==> config.mk <==
export PLATFORM = sky130hd
export DESIGN_NAME = scancode_to_ascii_line_editor_top
export DESIGN_NICKNAME = d
export VERILOG_FILES = /design/src/hdl/scla_pkg.sv /design/src/hdl/scla_decode.sv /design/src/hdl/scancode_to_ascii_line_editor_top.sv
export SDC_FILE = /design/constraint.sdc
export NUM_CORES = 1
export LEC_CHECK = 0
export BUFFER_PORTS_ARGS = -buffer_cell sky130_fd_sc_hd__buf_4
export CORE_MARGIN = 2
export CORE_UTILIZATION = 35
export CTS_CLUSTER_DIAMETER = 80
export DETAILED_ROUTE_END_ITERATION = 6
export PLACE_DENSITY = 0.5
export SETUP_SLACK_MARGIN = 0.05
export SYNTH_ARGS = -nofsm -noshare
export SYNTH_HDL_FRONTEND = slang
export SYNTH_SLANG_ARGS = --single-unit
==> constraint.sdc <==
create_clock -name clk -period 5.86 [get_ports clk]
set_input_delay 0 -clock clk [delete_from_list [all_inputs] [get_ports clk]]
set_output_delay 0 -clock clk [all_outputs]
set_load 0.02 [all_outputs]
==> src/hdl/scla_pkg.sv <==
// Shared constants, the result type and the US QWERTY set-1 key tables.
package scla_pkg;

	localparam int LINE_CAP_DEFAULT = 63;

	localparam int ACTION_W = 2;
	localparam int CHAR_W   = 7;
	localparam int INDEX_W  = 6;

	localparam logic [ACTION_W-1:0] ACT_ECHO      = 2'd0;
	localparam logic [ACTION_W-1:0] ACT_BACKSPACE = 2'd1;
	localparam logic [ACTION_W-1:0] ACT_ENTER     = 2'd2;

	localparam logic [7:0] SC_LSHIFT_MAKE  = 8'h2A;
	localparam logic [7:0] SC_RSHIFT_MAKE  = 8'h36;
	localparam logic [7:0] SC_LSHIFT_BREAK = 8'hAA;
	localparam logic [7:0] SC_RSHIFT_BREAK = 8'hB6;
	localparam logic [7:0] SC_CAPS_LOCK    = 8'h3A;
	localparam logic [7:0] SC_LETTER_FIRST = 8'h10;
	localparam logic [7:0] SC_LETTER_LAST  = 8'h32;
	localparam logic [7:0] SC_MAP_SIZE     = 8'd58;

	localparam logic [CHAR_W-1:0] CH_NONE      = 7'h00;
	localparam logic [CHAR_W-1:0] CH_BACKSPACE = 7'h08;
	localparam logic [CHAR_W-1:0] CH_ENTER     = 7'h0A;

	typedef struct packed {
		logic                emit;
		logic [ACTION_W-1:0] action;
		logic [CHAR_W-1:0]   char_code;
		logic                stored;
		logic [INDEX_W-1:0]  store_index;
		logic [INDEX_W-1:0]  line_length;
	} result_t;

	// Unshifted table; codes without a key give zero.
	function automatic logic [CHAR_W-1:0] plain_char(input logic [5:0] code);
		logic [CHAR_W-1:0] ch;
		unique case (code)
			6'd1:  ch = 7'h1B;
			6'd2:  ch = 7'h31;
			6'd3:  ch = 7'h32;
			6'd4:  ch = 7'h33;
			6'd5:  ch = 7'h34;
			6'd6:  ch = 7'h35;
			6'd7:  ch = 7'h36;
			6'd8:  ch = 7'h37;
			6'd9:  ch = 7'h38;
			6'd10: ch = 7'h39;
			6'd11: ch = 7'h30;
			6'd12: ch = 7'h2D;
			6'd13: ch = 7'h3D;
			6'd14: ch = 7'h08;
			6'd15: ch = 7'h09;
			6'd16: ch = 7'h71;
			6'd17: ch = 7'h77;
			6'd18: ch = 7'h65;
			6'd19: ch = 7'h72;
			6'd20: ch = 7'h74;
			6'd21: ch = 7'h79;
			6'd22: ch = 7'h75;
			6'd23: ch = 7'h69;
			6'd24: ch = 7'h6F;
			6'd25: ch = 7'h70;
			6'd26: ch = 7'h5B;
			6'd27: ch = 7'h5D;
			6'd28: ch = 7'h0A;
			6'd30: ch = 7'h61;
			6'd31: ch = 7'h73;
			6'd32: ch = 7'h64;
			6'd33: ch = 7'h66;
			6'd34: ch = 7'h67;
			6'd35: ch = 7'h68;
			6'd36: ch = 7'h6A;
			6'd37: ch = 7'h6B;
			6'd38: ch = 7'h6C;
			6'd39: ch = 7'h3B;
			6'd40: ch = 7'h27;
			6'd41: ch = 7'h60;
			6'd43: ch = 7'h5C;
			6'd44: ch = 7'h7A;
			6'd45: ch = 7'h78;
			6'd46: ch = 7'h63;
			6'd47: ch = 7'h76;
			6'd48: ch = 7'h62;
			6'd49: ch = 7'h6E;
			6'd50: ch = 7'h6D;
			6'd51: ch = 7'h2C;
			6'd52: ch = 7'h2E;
			6'd53: ch = 7'h2F;
			6'd55: ch = 7'h2A;
			6'd57: ch = 7'h20;
			default: ch = CH_NONE;
		endcase
		return ch;
	endfunction

	// Shifted table; codes without a key give zero.
	function automatic logic [CHAR_W-1:0] upper_char(input logic [5:0] code);
		logic [CHAR_W-1:0] ch;
		unique case (code)
			6'd1:  ch = 7'h1B;
			6'd2:  ch = 7'h21;
			6'd3:  ch = 7'h40;
			6'd4:  ch = 7'h23;
			6'd5:  ch = 7'h24;
			6'd6:  ch = 7'h25;
			6'd7:  ch = 7'h5E;
			6'd8:  ch = 7'h26;
			6'd9:  ch = 7'h2A;
			6'd10: ch = 7'h28;
			6'd11: ch = 7'h29;
			6'd12: ch = 7'h5F;
			6'd13: ch = 7'h2B;
			6'd14: ch = 7'h08;
			6'd15: ch = 7'h09;
			6'd16: ch = 7'h51;
			6'd17: ch = 7'h57;
			6'd18: ch = 7'h45;
			6'd19: ch = 7'h52;
			6'd20: ch = 7'h54;
			6'd21: ch = 7'h59;
			6'd22: ch = 7'h55;
			6'd23: ch = 7'h49;
			6'd24: ch = 7'h4F;
			6'd25: ch = 7'h50;
			6'd26: ch = 7'h7B;
			6'd27: ch = 7'h7D;
			6'd28: ch = 7'h0A;
			6'd30: ch = 7'h41;
			6'd31: ch = 7'h53;
			6'd32: ch = 7'h44;
			6'd33: ch = 7'h46;
			6'd34: ch = 7'h47;
			6'd35: ch = 7'h48;
			6'd36: ch = 7'h4A;
			6'd37: ch = 7'h4B;
			6'd38: ch = 7'h4C;
			6'd39: ch = 7'h3A;
			6'd40: ch = 7'h22;
			6'd41: ch = 7'h7E;
			6'd43: ch = 7'h7C;
			6'd44: ch = 7'h5A;
			6'd45: ch = 7'h58;
			6'd46: ch = 7'h43;
			6'd47: ch = 7'h56;
			6'd48: ch = 7'h42;
			6'd49: ch = 7'h4E;
			6'd50: ch = 7'h4D;
			6'd51: ch = 7'h3C;
			6'd52: ch = 7'h3E;
			6'd53: ch = 7'h3F;
			6'd55: ch = 7'h2A;
			6'd57: ch = 7'h20;
			default: ch = CH_NONE;
		endcase
		return ch;
	endfunction

endpackage

==> src/hdl/scla_decode.sv <==
// Scancode decode: modifier tracking, key table lookup and line count update.
module scla_decode import scla_pkg::*; #(
	parameter int LINE_CAP = LINE_CAP_DEFAULT,
	parameter int CNT_W    = $clog2(LINE_CAP + 1)
) (
	input  logic [7:0]       scancode,
	input  logic             shift_held,
	input  logic             caps_on,
	input  logic [CNT_W-1:0] held_count,
	output logic             shift_next,
	output logic             caps_next,
	output logic [CNT_W-1:0] count_next,
	output result_t          result
);

	localparam logic [CNT_W-1:0] CAP = CNT_W'(LINE_CAP);

	logic              upper;
	logic [CHAR_W-1:0] ch;

	// Counts are reported modulo 64 whatever the counter width.
	function automatic logic [INDEX_W-1:0] low_bits(input logic [CNT_W-1:0] cnt);
		logic [CNT_W+INDEX_W-1:0] wide;
		wide = {{INDEX_W{1'b0}}, cnt};
		return wide[INDEX_W-1:0];
	endfunction

	always_comb begin
		upper = shift_held;
		if (scancode >= SC_LETTER_FIRST && scancode <= SC_LETTER_LAST) begin
			upper = shift_held ^ caps_on;
		end
		ch = upper ? upper_char(scancode[5:0]) : plain_char(scancode[5:0]);
	end

	always_comb begin
		shift_next = shift_held;
		caps_next  = caps_on;
		count_next = held_count;
		result     = '0;
		if (scancode == SC_LSHIFT_MAKE || scancode == SC_RSHIFT_MAKE) begin
			shift_next = 1'b1;
		end else if (scancode == SC_LSHIFT_BREAK || scancode == SC_RSHIFT_BREAK) begin
			shift_next = 1'b0;
		end else if (scancode == SC_CAPS_LOCK) begin
			caps_next = ~caps_on;
		end else if (!scancode[7] && scancode < SC_MAP_SIZE && ch != CH_NONE) begin
			result.emit      = 1'b1;
			result.char_code = ch;
			if (ch == CH_BACKSPACE) begin
				if (held_count != '0) begin
					count_next = held_count - 1'b1;
				end
				result.action      = ACT_BACKSPACE;
				result.line_length = low_bits(count_next);
			end else if (ch == CH_ENTER) begin
				result.action      = ACT_ENTER;
				result.line_length = low_bits(held_count);
				count_next         = '0;
			end else if (held_count < CAP) begin
				count_next         = held_count + 1'b1;
				result.action      = ACT_ECHO;
				result.stored      = 1'b1;
				result.store_index = low_bits(held_count);
				result.line_length = low_bits(count_next);
			end else begin
				result.action      = ACT_ECHO;
				result.line_length = low_bits(held_count);
			end
		end
	end

endmodule

==> src/hdl/scancode_to_ascii_line_editor_top.sv <==
// Top level of the set-1 scancode to ASCII line editor.
//
// Input channel: in_valid, in_stall and scancode. A byte is transferred at a
// rising edge with in_valid high and in_stall low. Each byte is one raw set-1
// code; shift, caps lock and release codes only update internal flags.
// Output channel: out_valid, out_stall and the result fields. A result is
// transferred at a rising edge with out_valid high and out_stall low. Codes
// that map to nothing, releases and modifiers give no result at all.
// One byte is taken every cycle while the receiver does not stall. A byte is
// captured in the input register, is decoded against the current shift, caps
// and line count state, and its result is loaded into the output register,
// which drives out_valid and the result fields. The rate is set by the single
// decode stage, which updates the state for the next byte in the same cycle.
// While the receiver stalls with a result waiting, nothing leaves the input
// register and in_stall rises once that register is full; bytes that give no
// result wait there too until the waiting result has been taken.
// Reset clears shift and caps lock, empties the line and both registers.
module scancode_to_ascii_line_editor_top import scla_pkg::*; #(
	parameter int LINE_CAP = LINE_CAP_DEFAULT
) (
	input  logic                clk,
	input  logic                arst_n,
	input  logic                in_valid,
	output logic                in_stall,
	input  logic [7:0]          scancode,
	output logic                out_valid,
	input  logic                out_stall,
	output logic [ACTION_W-1:0] action,
	output logic [CHAR_W-1:0]   char_code,
	output logic                stored,
	output logic [INDEX_W-1:0]  store_index,
	output logic [INDEX_W-1:0]  line_length
);

	localparam int CNT_W = $clog2(LINE_CAP + 1);

	logic             valid_s1;
	logic [7:0]       scancode_s1;
	logic             shift_q;
	logic             caps_q;
	logic [CNT_W-1:0] count_q;
	logic             shift_next;
	logic             caps_next;
	logic [CNT_W-1:0] count_next;
	result_t          result;
	result_t          out_q;
	logic             out_valid_q;
	logic             advance;

	// The decode stage moves on whenever the output register is free or drains.
	assign advance  = !(out_valid_q && out_stall);
	assign in_stall = valid_s1 && !advance;

	scla_decode #(
		.LINE_CAP(LINE_CAP),
		.CNT_W   (CNT_W)
	) u_decode (
		.scancode  (scancode_s1),
		.shift_held(shift_q),
		.caps_on   (caps_q),
		.held_count(count_q),
		.shift_next(shift_next),
		.caps_next (caps_next),
		.count_next(count_next),
		.result    (result)
	);

	always_ff @(posedge clk or negedge arst_n) begin
		if (!arst_n) begin
			valid_s1 <= 1'b0;
		end else if (!in_stall) begin
			valid_s1 <= in_valid;
		end
	end

	always_ff @(posedge clk) begin
		if (!in_stall && in_valid) begin
			scancode_s1 <= scancode;
		end
	end

	always_ff @(posedge clk or negedge arst_n) begin
		if (!arst_n) begin
			shift_q <= 1'b0;
			caps_q  <= 1'b0;
			count_q <= '0;
		end else if (valid_s1 && advance) begin
			shift_q <= shift_next;
			caps_q  <= caps_next;
			count_q <= count_next;
		end
	end

	always_ff @(posedge clk or negedge arst_n) begin
		if (!arst_n) begin
			out_valid_q <= 1'b0;
		end else if (advance) begin
			out_valid_q <= valid_s1 && result.emit;
		end
	end

	always_ff @(posedge clk) begin
		if (advance && valid_s1 && result.emit) begin
			out_q <= result;
		end
	end

	assign out_valid   = out_valid_q;
	assign action      = out_q.action;
	assign char_code   = out_q.char_code;
	assign stored      = out_q.stored;
	assign store_index = out_q.store_index;
	assign line_length = out_q.line_length;

endmodule

; ---- After elaboration in Yosys (flattened, before gate mapping)
; Memory sizes are Yosys's and may differ from the RTL's. A register that Yosys moved wholly into a read port is not among the register bits.
; Cells that the tools add are included.
[totals]
output_inout_bits = 24
input_bits = 12
n_memories = 2
register_bits = 40
romBits = 896
[mem_list]
columns = memory, depth, width, rd, rd_clocked_by_memory_dff, wr, line_no
row1 = (no name shown), 64, 7, 1, 1, 0, scla_pkg.sv:101  ; unique case (code)
row2 = (no name shown), 64, 7, 1, 1, 0, scla_pkg.sv:39  ; unique case (code)
[op_classes]
magnitude_cmp = 4
n_addsub = 2
reduce_logical = 24
n_eq_ne = 7
bitwise_logic = 7
muxes = 21
[ops]
columns = op, count
row1 = $mux 23, 4
row2 = $mux 6, 8
row3 = $mux 7, 4
row4 = $eq 8x6->1 const B, 3
row5 = $eq 8x8->1 const B, 2
row6 = $eq 7x4->1 const B, 2
row7 = $logic_and 1x1->1, 9
row8 = $ge 8x5->1 const B, 1
row9 = $le 8x6->1 const B, 1
row10 = $lt 8x6->1 const B, 1
row11 = $reduce_bool 7->1, 1
row12 = $reduce_or 7->1, 1
row13 = $add 6x1->6 const B, 1
row14 = $lt 6x6->1 const B, 1
row15 = $not 1->1, 6
row16 = $reduce_bool 6->1, 1
row17 = $reduce_or 6->1, 1
row18 = $sub 6x1->6 const B, 1
row19 = $reduce_and 5->1, 1
row20 = $reduce_or 5->1, 1
row21 = $mux 2, 2
row22 = $reduce_and 4->1, 1
row23 = $reduce_or 4->1, 1
row24 = $logic_not 1->1, 3
row25 = 5 further kinds, 8

; ---- Longest topological paths before layout
; Gate-level depths: netlist (run 1).
[logic_depth]
word_depth = 12
mapped_depth = 12
ltp_nobuf = 11

; ---- Modules after synthesis
; A second synthesis (run 1) with hierarchy kept.
[unflattened]
hier_cells = 380
hier_area_um2 = 3503.4
[by_module_without_submodules]
columns = mod, area_per_inst_um2, n_inst, cells_each
row1 = scla_decode, 2205.9, 1, 323
row2 = scancode_to_ascii_line_editor_top, 1297.5, 1, 57

; ---- Least setup slack after synthesis (run 1)
; No wires, ideal clock.
[synth_path]
kind = reg-to-reg
start = register out_valid_q, in the netlist out_valid
end = register with a tool-made name
setup_time_ns = 0.072
t_required_ns = 5.788
path_stages_with_launch = 10
setup_slack_ns = 2.896
arrival_time_ns = 2.892
synth_period_minus_slack_ns = 2.964
cell_sequence = dfrtp_1 -> nand3_2 -> inv_1 -> o211ai_1 -> clkinv_1 -> ha_1 -> clkbuf_1 -> or3_1 -> a31oi_1 -> a2bb2oi_1
[synth_lines]
columns = element, line_no
row1 = "start, declared", scancode_to_ascii_line_editor_top.sv:47  ; logic out_valid_q;
row2 = "start signal, assigned", scancode_to_ascii_line_editor_top.sv:98  ; out_valid_q <= valid_s1 && result.emit;

==> results_dict.tcl, run 1 <==
set metrics [dict create \
    status "finished, final reports clean" \
    yosys.area_share.simple 0.229 \
    first_pass_iters 5 \
    synth-compound-area-share 0.232 \
    clockBufferDepth 2 \
    synthAdderAreaFrac 0.0449 \
    ys_ff_latch 54 \
    end_kind "register" \
    synth_area_per_cell_um2 8.67 \
    required_ps 6070 \
    cp_num_buf_inv 2 \
    initial_core_util 0.360 \
    grt_max_degree 34 \
    worstSetupStartpointType "register" \
    finalHoldViolations 0 \
    die_w_um 110 \
    fin_tns_setup_ps 0 \
    grt_overflow 0 \
    drc_errors 0 \
    crit_type "register to register" \
    synthCells 450 \
    dpl.cell_count 599 \
    ys_async_sr_fraction 0.185 \
    synth_top_area_frac 0.231 \
    ys_seq_area_frac 0.367 \
    grt_antenna_before_repair 0 \
    vias_per_cell 5.78 \
    mostFrequentLayoutCells "nand2_1 (50), buf_4 (38), nor2_1 (36), edfxtp_1 (30), a21oi_1 (28)" \
    path_cells "nand3_2 > inv_1 > o211ai_1 > clkinv_1 > ha_1 > nand2_1 > o21a_1 > o221ai_1 > a22oi_1" \
    critPathMaxStageDelay_ps 760 \
    die_h_um 110 \
    path_depth 9 \
    grt_util_all_layers 0.180 \
    io_pins 36 \
    vdd_drop_max_mv 0.112 \
    finalPower_mw 1.26 \
    cts_tree "yes" \
    rows 38 \
    clkTransAtPathRegs_ps 100 \
    dp_hpwl_mm 7.65 \
    cts_buffers 5 \
    postCtsSetupBuffers 0 \
    period_share 0.610 \
    rr_startpoint "out_valid" \
    grt_pass1_vias 3357 \
    setup_viol 0 \
    r2r_cells 9 \
    critPathTopFamily "compound AO/OA/AOI/OAI gates" \
    synthToLayoutAreaGrowth_pct 13.5 \
    num_antenna_cells 0 \
    syn_area_mm2 0.00390 \
    layout_commonest_cell "nand2_1" \
    period_minus_slack_ps 3570 \
    crit_path_top_delay_cell "o211ai_1" \
    yosysWarningCount 0 \
    arrival_ps 3780 \
    slew_headroom 0.285 \
    max-cap-violations 0 \
    synth_top_flop_cell "edfxtp_1" \
    h-tree-depth 2 \
    port_buffers 35 \
    clock.fmax_ghz 0.280 \
    hold_path_class "input pin to asynchronous set/reset pin" \
    gp_routability_congestion 0.891 \
    power.leakage_nw 1.71 \
    rsz0062_at_grt "no" \
    synth_mux_area_frac 0.0654 \
    layout.nets 501 \
    drt_wl_total_mm 10.5 \
    cts_root_buf "clkbuf_8" \
    setup.worst_path.start "out_valid" \
    vias 3558 \
    crit_fanout 12 \
    slew_viol_final 0 \
    worst_pin_slew_ps 1070 \
    fillers 1090 \
    core_mm2 0.0108 \
    syn_nets 476 \
    grt_pass1_wl_mm 17.3 \
    whs_ps 52.4 \
    clock-sinks 54 \
    skew_ps 8.35 \
    antenna_left 0 \
    drive_gt1_frac 0.134 \
    clk_latency_ps 300 \
    drt_iter0_drc 162 \
    synth_edf_count 30 \
    powerDensity_mw_per_mm2 284 \
    synthXorXnorAreaFrac 0.0131 \
    synth_top_family_by_area "compound AO/OA/AOI/OAI gates" \
    die-area_mm2 0.0120 \
    instances_no_fill 616 \
    synth_area_leaders "edfxtp_1 (23%), dfxtp_1 (7.2%), dfrtp_1 (6.4%)" \
    synth_top_area_cell "edfxtp_1" \
    wl_per_cell_um 17.0 \
    synthDistinctLibCells 71 \
]
## power by group
| group | internal [mW] | total, mW | leakage (nW) | switching, mW |
|---|---|---|---|---|
| logic | 0.192 | 0.478 | 1.13 | 0.286 |
| registers | 0.460 | 0.537 | 0.524 | 0.0764 |
| clock network | 0.126 | 0.243 | 0.0579 | 0.117 |
| total | 0.778 | 1.26 | 1.71 | 0.479 |
## layer usage
metal	track usage	up-vias	wire (um)
met5	0	-	0
li1	-	1732	-
met4	0.0570	0	231
met2	0.294	140	4970
met3	0.0237	21	647
met1	0.248	1665	4610
## what timing repair did
| action | CTS | global route |
|---|---|---|
| hold endpoints to repair | 18 | 0 |
| setup endpoints to repair | 0 | 0 |
| resized for setup | 0 | 0 |
| hold buffers | 9 | 0 |
## kinds of logic (layout without fill, tap and decap cells)
kind of cell,count (synthesis),count (layout)
compound gates,132,132
xor+xnor,5,5
fa+ha+maj,14,14
buf+inv,44,70
flops,54,54
mux,24,24
simple gates,177,177
## synthesized netlist by cell type (8+ instances only)
master,number
dfxtp_1,14
nand2_1,50
clkbuf_1,18
a31oi_1,16
nor3_1,12
ha_1,14
inv_1,12
nand3_1,14
o21ai_0,23
edfxtp_1,30
nand4_1,9
dfrtp_1,10
mux2i_1,21
nor2_1,36
a21oi_1,28
and3_1,8
## worst paths after layout
check,end,slack (ps)
max,register,2290
min,count_q[3],50
max reg2reg,register,2290
min reg2reg,shift_q,450
max in group asynchronous,shift_q,5670
min in group clk,out_valid,100
## area by class of cell
type                       instances  area, um2  area share
timing repair buffer              47        375      0.0848
multi-input combinational        352       2280       0.515
clock buffer                       5       68.8      0.0155
inverter                          15       56.3      0.0127
sequential                        54       1430       0.323
clock inverter                     3       40.0     0.00904
tap                              140        175      0.0396
## worst register-to-register path, stage by stage (launching register included)
cell      delay [ps]
dfrtp_1          470
nand3_2          210
inv_1            220
o211ai_1         760
clkinv_1         570
ha_1             480
nand2_1          250
o21a_1           170
o221ai_1         110
a22oi_1          250
## metrics by stage
stage / worst slack, ps / utilization / area (um2)
6_report: 2290 / 0.408 / 4430
5_1_grt: 2000 / 0.408 / 4430
3_3_place_gp: 2570 / 0.390 / 4230
4_1_cts: 2350 / 0.408 / 4430
3_5_place_dp: 2400 / 0.390 / 4230
2_1_floorplan: 2900 / - / 3900
Power figures use the tool's default switching activity.
==> run 2: changes to the inputs <==
--- a/config.mk
+++ b/config.mk
@@ -5,12 +5,13 @@
 export SDC_FILE = /design/constraint.sdc
 export NUM_CORES = 1
 export LEC_CHECK = 0
+export ABC_AREA = 1
 export BUFFER_PORTS_ARGS = -buffer_cell sky130_fd_sc_hd__buf_4
 export CORE_MARGIN = 2
 export CORE_UTILIZATION = 35
 export CTS_CLUSTER_DIAMETER = 80
 export DETAILED_ROUTE_END_ITERATION = 6
-export PLACE_DENSITY = 0.5
+export PLACE_DENSITY = 0.52
 export SETUP_SLACK_MARGIN = 0.05
 export SYNTH_ARGS = -nofsm -noshare
 export SYNTH_HDL_FRONTEND = slang
==> constraint.sdc (replaced) <==
create_clock -name clk -period 3.1 [get_ports clk]
set_input_delay 0 -clock clk [delete_from_list [all_inputs] [get_ports clk]]
set_output_delay 0 -clock clk [all_outputs]
set_load 0.02 [all_outputs]
==> run 2 against run 1 <==
Net effect:
- sequential power up 76%
- combinational power rose by 100%
- register-to-register slack worse by 1800 ps
- largest power group is now combinational cells
- critical path type unchanged
- wire length decreased by 20%
- count of clock-buffer cells in the layout increased by 2
- flip-flop and latch count is the same
==> results_dict.tcl, run 2 <==
set metrics [dict create \
    swShare 0.391 \
    syn_nets 501 \
    required_ps 3050 \
    synth_top_flop_cell "edfxtp_1" \
    p_switching_mw 0.924 \
    clock-sinks 54 \
    synthToLayoutAreaGrowth_pct 16.9 \
    clkTransAtPathRegs_ps 90 \
    synthCells 475 \
    vdd_drop_max_mv 0.213 \
    skew_ps 8.66 \
    rr_startpoint "scancode_s1[7]" \
    fillers 1041 \
    setup.worst_path.start "scancode_s1[7]" \
    r2r_slack_ps 530 \
    grt_overflow 0 \
    die_w_um 106 \
    synth_top_area_cell "edfxtp_1" \
    drive_gt1_frac 0.163 \
    h-tree-depth 2 \
    initial_core_util 0.356 \
    dp_hpwl_mm 6.42 \
    final_area_mm2 0.00424 \
    r2r_cells 13 \
    power.leakage_nw 2.02 \
    layout_commonest_cell "nand2_1" \
    cts_buffers 5 \
    synthXorXnorAreaFrac 0.0121 \
    num_antenna_cells 0 \
    rows 37 \
    path_cells "nor2_1 > nand2_1 > nand2_2 > nand2_2 > nand2_4 > nand2_4 > nand2_1 > nand2_1 > nand2_2 > nor2_8 > nand2_2 > nand3_4 > inv_2" \
    worst_pin_slew_ps 538 \
    grt_util_all_layers 0.158 \
    die-area_mm2 0.0112 \
    grt_antenna_before_repair 0 \
    status "finished, final reports clean" \
    finalHoldViolations 0 \
    synth-compound-area-share 0.123 \
    grt_pass1_wl_mm 14.5 \
    regArea_mm2 0.00143 \
    port_buffers 35 \
    cts_root_buf "clkbuf_8" \
    wl_per_cell_um 12.8 \
    synth_area_leaders "edfxtp_1 (25%), nand2_1 (13%), dfxtp_1 (7.7%)" \
    synth_top_area_frac 0.248 \
    clock.fmax_ghz 0.389 \
    critPathMaxStageDelay_ps 440 \
    grt_pass1_vias 3051 \
    clockBufferDepth 2 \
    drt_wl_total_mm 8.40 \
    slew_viol_final 0 \
    ys_async_sr_fraction 0.185 \
    slew_headroom 0.641 \
    core_mm2 0.0102 \
    dpl_cell_area_mm2 0.00403 \
    vias_per_cell 4.92 \
    vias 3235 \
    ys_seq_area_frac 0.395 \
    synth_area_per_cell_um2 7.64 \
    intPower_mw 1.44 \
    ys_ff_latch 54 \
    crit_type "register to register" \
    drt_iter0_drc 175 \
    synthAdderAreaFrac 0.0483 \
    grt_max_degree 29 \
    yosysMostFrequentCell "nand2_1" \
    rsz0062_at_grt "no" \
    io_pins 36 \
    clockPowerShare 0.195 \
    powerDensity_mw_per_mm2 557 \
    cts_tree "yes" \
    setup_viol 0 \
    period_minus_slack_ps 2570 \
    cts-resized-gates 0 \
    max-cap-violations 0 \
    end_kind "register" \
    syn_area_mm2 0.00363 \
    cpMostUsedCell "nand2_2" \
    drc_errors 0 \
    fin_tns_setup_ps 0 \
    synthDistinctLibCells 37 \
    power_frac_seq 0.401 \
    antenna_left 0 \
    clk_latency_ps 300 \
    die_h_um 106 \
    hold_path_class "input pin to asynchronous set/reset pin" \
    arrival_ps 2520 \
    period_share 0.828 \
    yosys.area_share.simple 0.333 \
    pwr-share-comb 0.404 \
    crit_fanout 28 \
    mostFrequentLayoutCells "nand2_1 (122), inv_1 (58), buf_4 (43), nand3_1 (37), nor2_1 (35)" \
    gp_routability_congestion 0.883 \
    yosysWarningCount 0 \
    crit_path_top_delay_cell "inv_2" \
    synth.top_cells.by_count "nand2_1 (122), inv_1 (58), nand3_1 (37), nor2_1 (35), edfxtp_1 (30)" \
    synth_mux_area_frac 0 \
    synth_edf_count 30 \
    synth_top_family_by_area "simple AND/OR/NAND/NOR gates" \
    layout.nets 546 \
    crit_path_end "char_code[2]" \
    worstSetupStartpointType "register" \
    r2r_end "char_code[2]" \
    first_pass_iters 5 \
    multi_input_area_mm2 0.00187 \
]
-- run 2: layout make-up --
cell class                      count  share of cell area
Clock buffer                        7              0.0180
Clock inverter                      1             0.00708
Inverter                           63              0.0558
Multi-Input combinational cell    343               0.442
Sequential cell                    54               0.338
Tap cell                          136              0.0401
Timing Repair Buffer               53              0.0997
-- run 2: worst min path at each step --
stage	slack, ps	startpoint	end
floorplan	-300	arst_n	caps_q
global placement	-170	arst_n	valid_s1
detailed placement	-160	arst_n	valid_s1
CTS	40	arst_n	valid_s1
global route	60	arst_n	valid_s1
finish	50	arst_n	valid_s1
-- run 2: power by group through the flow --
stage                     Sequential (mW)  Clock (mW)  Combinational, mW
after CTS                           0.948       0.477              0.948
after global placement              0.967           0              0.944
final                               0.947       0.462              0.955
after detailed placement            0.965           0              0.935
after floorplan                     0.935           0              0.733
after global routing                0.962       0.509               1.08
-- run 2: metrics by stage --
step	hold slack (ps)	total power, mW	std cells	util	setup WS [ps]
after floorplan	-296	1.67	475	-	494
after global placement	-165	1.91	639	0.396	560
after detailed placement	-164	1.90	639	0.396	513
after CTS	39.3	2.37	657	0.416	486
after global routing	61.1	2.55	657	0.416	97.2
final	49.4	2.36	657	0.416	532
-- run 2: critical path: cells and delay by family (launching register included) --
kind                   cells  cell delay, ps
DFF                        1             400
and+or+nand+nor           12            1370
buffers and inverters      1             440
-- run 2: kinds of logic (layout without fill, tap and decap cells) --
logic type,after synthesis,after routing
AO/OA/AOI/OAI,76,76
XOR/XNOR,5,5
adder cells (fa/ha/maj),14,14
buffers and inverters,78,124
flip-flops,54,54
AND/OR/NAND/NOR,248,248
-- run 2: what timing repair did --
item,CTS,global route
endpoints found under the hold margin,19,0
hold buffers,10,0
setup buffers,0,0
-- run 2: layer usage --
layer  vias to the layer above  global-route usage  wire length (um)
met5                         -                   0                 0
met4                         0              0.0461               164
met3                        12              0.0247               353
met2                        97               0.269              4040
met1                      1462               0.206              3840
li1                       1664                   -                 -
==> run 3: changes to the inputs <==
--- a/config.mk
+++ b/config.mk
@@ -5,13 +5,13 @@
 export SDC_FILE = /design/constraint.sdc
 export NUM_CORES = 1
 export LEC_CHECK = 0
-export ABC_AREA = 1
+export ABC_AREA = 0
 export BUFFER_PORTS_ARGS = -buffer_cell sky130_fd_sc_hd__buf_4
 export CORE_MARGIN = 2
 export CORE_UTILIZATION = 35
 export CTS_CLUSTER_DIAMETER = 80
 export DETAILED_ROUTE_END_ITERATION = 6
-export PLACE_DENSITY = 0.52
+export PLACE_DENSITY = 0.5
 export SETUP_SLACK_MARGIN = 0.05
 export SYNTH_ARGS = -nofsm -noshare
 export SYNTH_HDL_FRONTEND = slang
==> constraint.sdc (replaced) <==
create_clock -name clk -period 2.6 [get_ports clk]
set_input_delay 0 -clock clk [delete_from_list [all_inputs] [get_ports clk]]
set_output_delay 0 -clock clk [all_outputs]
set_load 0.02 [all_outputs]
==> run 3 against run 2 <==
Net effect:
- flip-flop and latch count unchanged
- clock skew rose by 3.4 ps
- wire length increased by 33%
- clock power hardly changed
- first-iteration DRC count increased by 21%
- hold slack worse by 1.0 ps
- combinational power increased by 33%
- final cell count is 0.61% higher
- critical path depth decreased by 5
- global-route usage increased by 3.5 points
- non-clock buffer count up 38
- largest cell class unchanged
- largest power group unchanged
==> results_dict.tcl, run 3 (synthesis results as in run 1) <==
set metrics [dict create \
    status "finished, final reports clean" \
    arrival_ps 2620 \
    rows 38 \
    initial_core_util 0.360 \
    dpl_cell_area_mm2 0.00460 \
    worst_pin_slew_ps 664 \
    finalHoldViolations 0 \
    dpl.cell_count 639 \
    port_buffers 35 \
    regArea_mm2 0.00143 \
    h-tree-depth 2 \
    num_antenna_cells 0 \
    die_h_um 110 \
    die-area_mm2 0.0120 \
    crit_type "register to register" \
    path_cells "nand3_4 > buf_4 > nand2_1 > inv_2 > o21ai_0 > a21oi_1 > a32o_1 > or2_2" \
    skew_ps 12.0 \
    crit_fanout 9 \
    max-cap-violations 0 \
    clockBufferDepth 2 \
    period_share 0.939 \
    vias_per_cell 5.66 \
    whs_ps 48.4 \
    utilization 0.445 \
    grt_max_degree 34 \
    die_w_um 110 \
    vdd_drop_max_mv 0.267 \
    grt_pass1_wl_mm 18.2 \
    required_ps 2780 \
    crit_path_top_delay_cell "o21ai_0" \
    clock.fmax_ghz 0.410 \
    hold_path_class "input pin to asynchronous set/reset pin" \
    drc_errors 0 \
    r2r_slack_ps 160 \
    wl_per_cell_um 16.9 \
    layout_commonest_cell "buf_4" \
    rsz0062_at_grt "no" \
    instances_no_fill 661 \
    cts_buffers 5 \
    worstSetupStartpointType "register" \
    slew_viol_final 0 \
    worst_slack_ps 158 \
    gp_routability_congestion 0.906 \
    powerDensity_mw_per_mm2 604 \
    critPathTopFamily "compound AO/OA/AOI/OAI gates" \
    antenna_left 0 \
    clk_latency_ps 300 \
    critPathMaxStageDelay_ps 530 \
    clkTransAtPathRegs_ps 90 \
    dp_hpwl_mm 8.41 \
    core_mm2 0.0108 \
    grt_antenna_before_repair 0 \
    end_kind "register" \
    fillers 1052 \
    clock-sinks 54 \
    multi_input_area_mm2 0.00231 \
    vias 3743 \
    cts_root_buf "clkbuf_8" \
    drt_wl_total_mm 11.2 \
    synthToLayoutAreaGrowth_pct 23.8 \
    cts_tree "yes" \
    grt_overflow 0 \
    final_area_mm2 0.00483 \
    grt_util_all_layers 0.192 \
    cp_num_buf_inv 2 \
    drt_iter0_drc 212 \
    power.leakage_nw 1.92 \
    slew_headroom 0.556 \
    first_pass_iters 5 \
    dp_slack_ps 156 \
    setup_viol 0 \
    layout.nets 546 \
    mostFrequentLayoutCells "buf_4 (78), nand2_1 (50), nor2_1 (36), edfxtp_1 (30), a21oi_1 (28)" \
    period_minus_slack_ps 2440 \
    io_pins 36 \
    grt_pass1_vias 3544 \
    drive_gt1_frac 0.223 \
]
-- run 3: path summary, 6_finish.rpt --
check,depth (start not counted),endpoint,startpoint
setup / recovery,8,register,valid_s1
hold / removal,2,count_q[4],arst_n
setup reg to reg,8,register,valid_s1
hold reg to reg,1,shift_q,scancode_s1[7]
max in group asynchronous,2,out_valid,arst_n
min in group clk,3,valid_s1,in_valid
-- run 3: routing by layer --
metal / routed length [um] / GRT usage
met1: 5030 / 0.258
met2: 5350 / 0.322
met3: 631 / 0.0267
met4: 150 / 0.0552
met5: 0 / 0
-- run 3: per-stage QoR --
stage | TNS [ps] | power (mW)
2_1_floorplan | -39.7 | 2.00
3_3_place_gp | 0 | 2.44
3_5_place_dp | 0 | 2.43
4_1_cts | 0 | 2.91
5_1_grt | 0 | 3.11
6_report | 0 | 2.91
-- run 3: what timing repair did --
item | CTS | global route
hold buffers | 10 | 0
endpoints found under the setup margin | 0 | 36
gates resized for setup | 0 | 5
hold endpoints to repair | 19 | 0
setup buffers | 0 | 3
-- run 3: cell type report --
class,instances,area share
Tap cell,140,0.0363
Timing Repair inverter,1,0.00155
Timing Repair Buffer,91,0.154
Clock inverter,1,0.00104
Multi-Input combinational cell,352,0.479
Clock buffer,7,0.0179
Sequential cell,54,0.297
Inverter,15,0.0127
-- run 3: report_power, final --
group | total (mW) | internal [mW] | switching (mW)
combinational | 1.27 | 0.543 | 0.724
sequential | 1.19 | 1.04 | 0.149
clock | 0.462 | 0.215 | 0.246
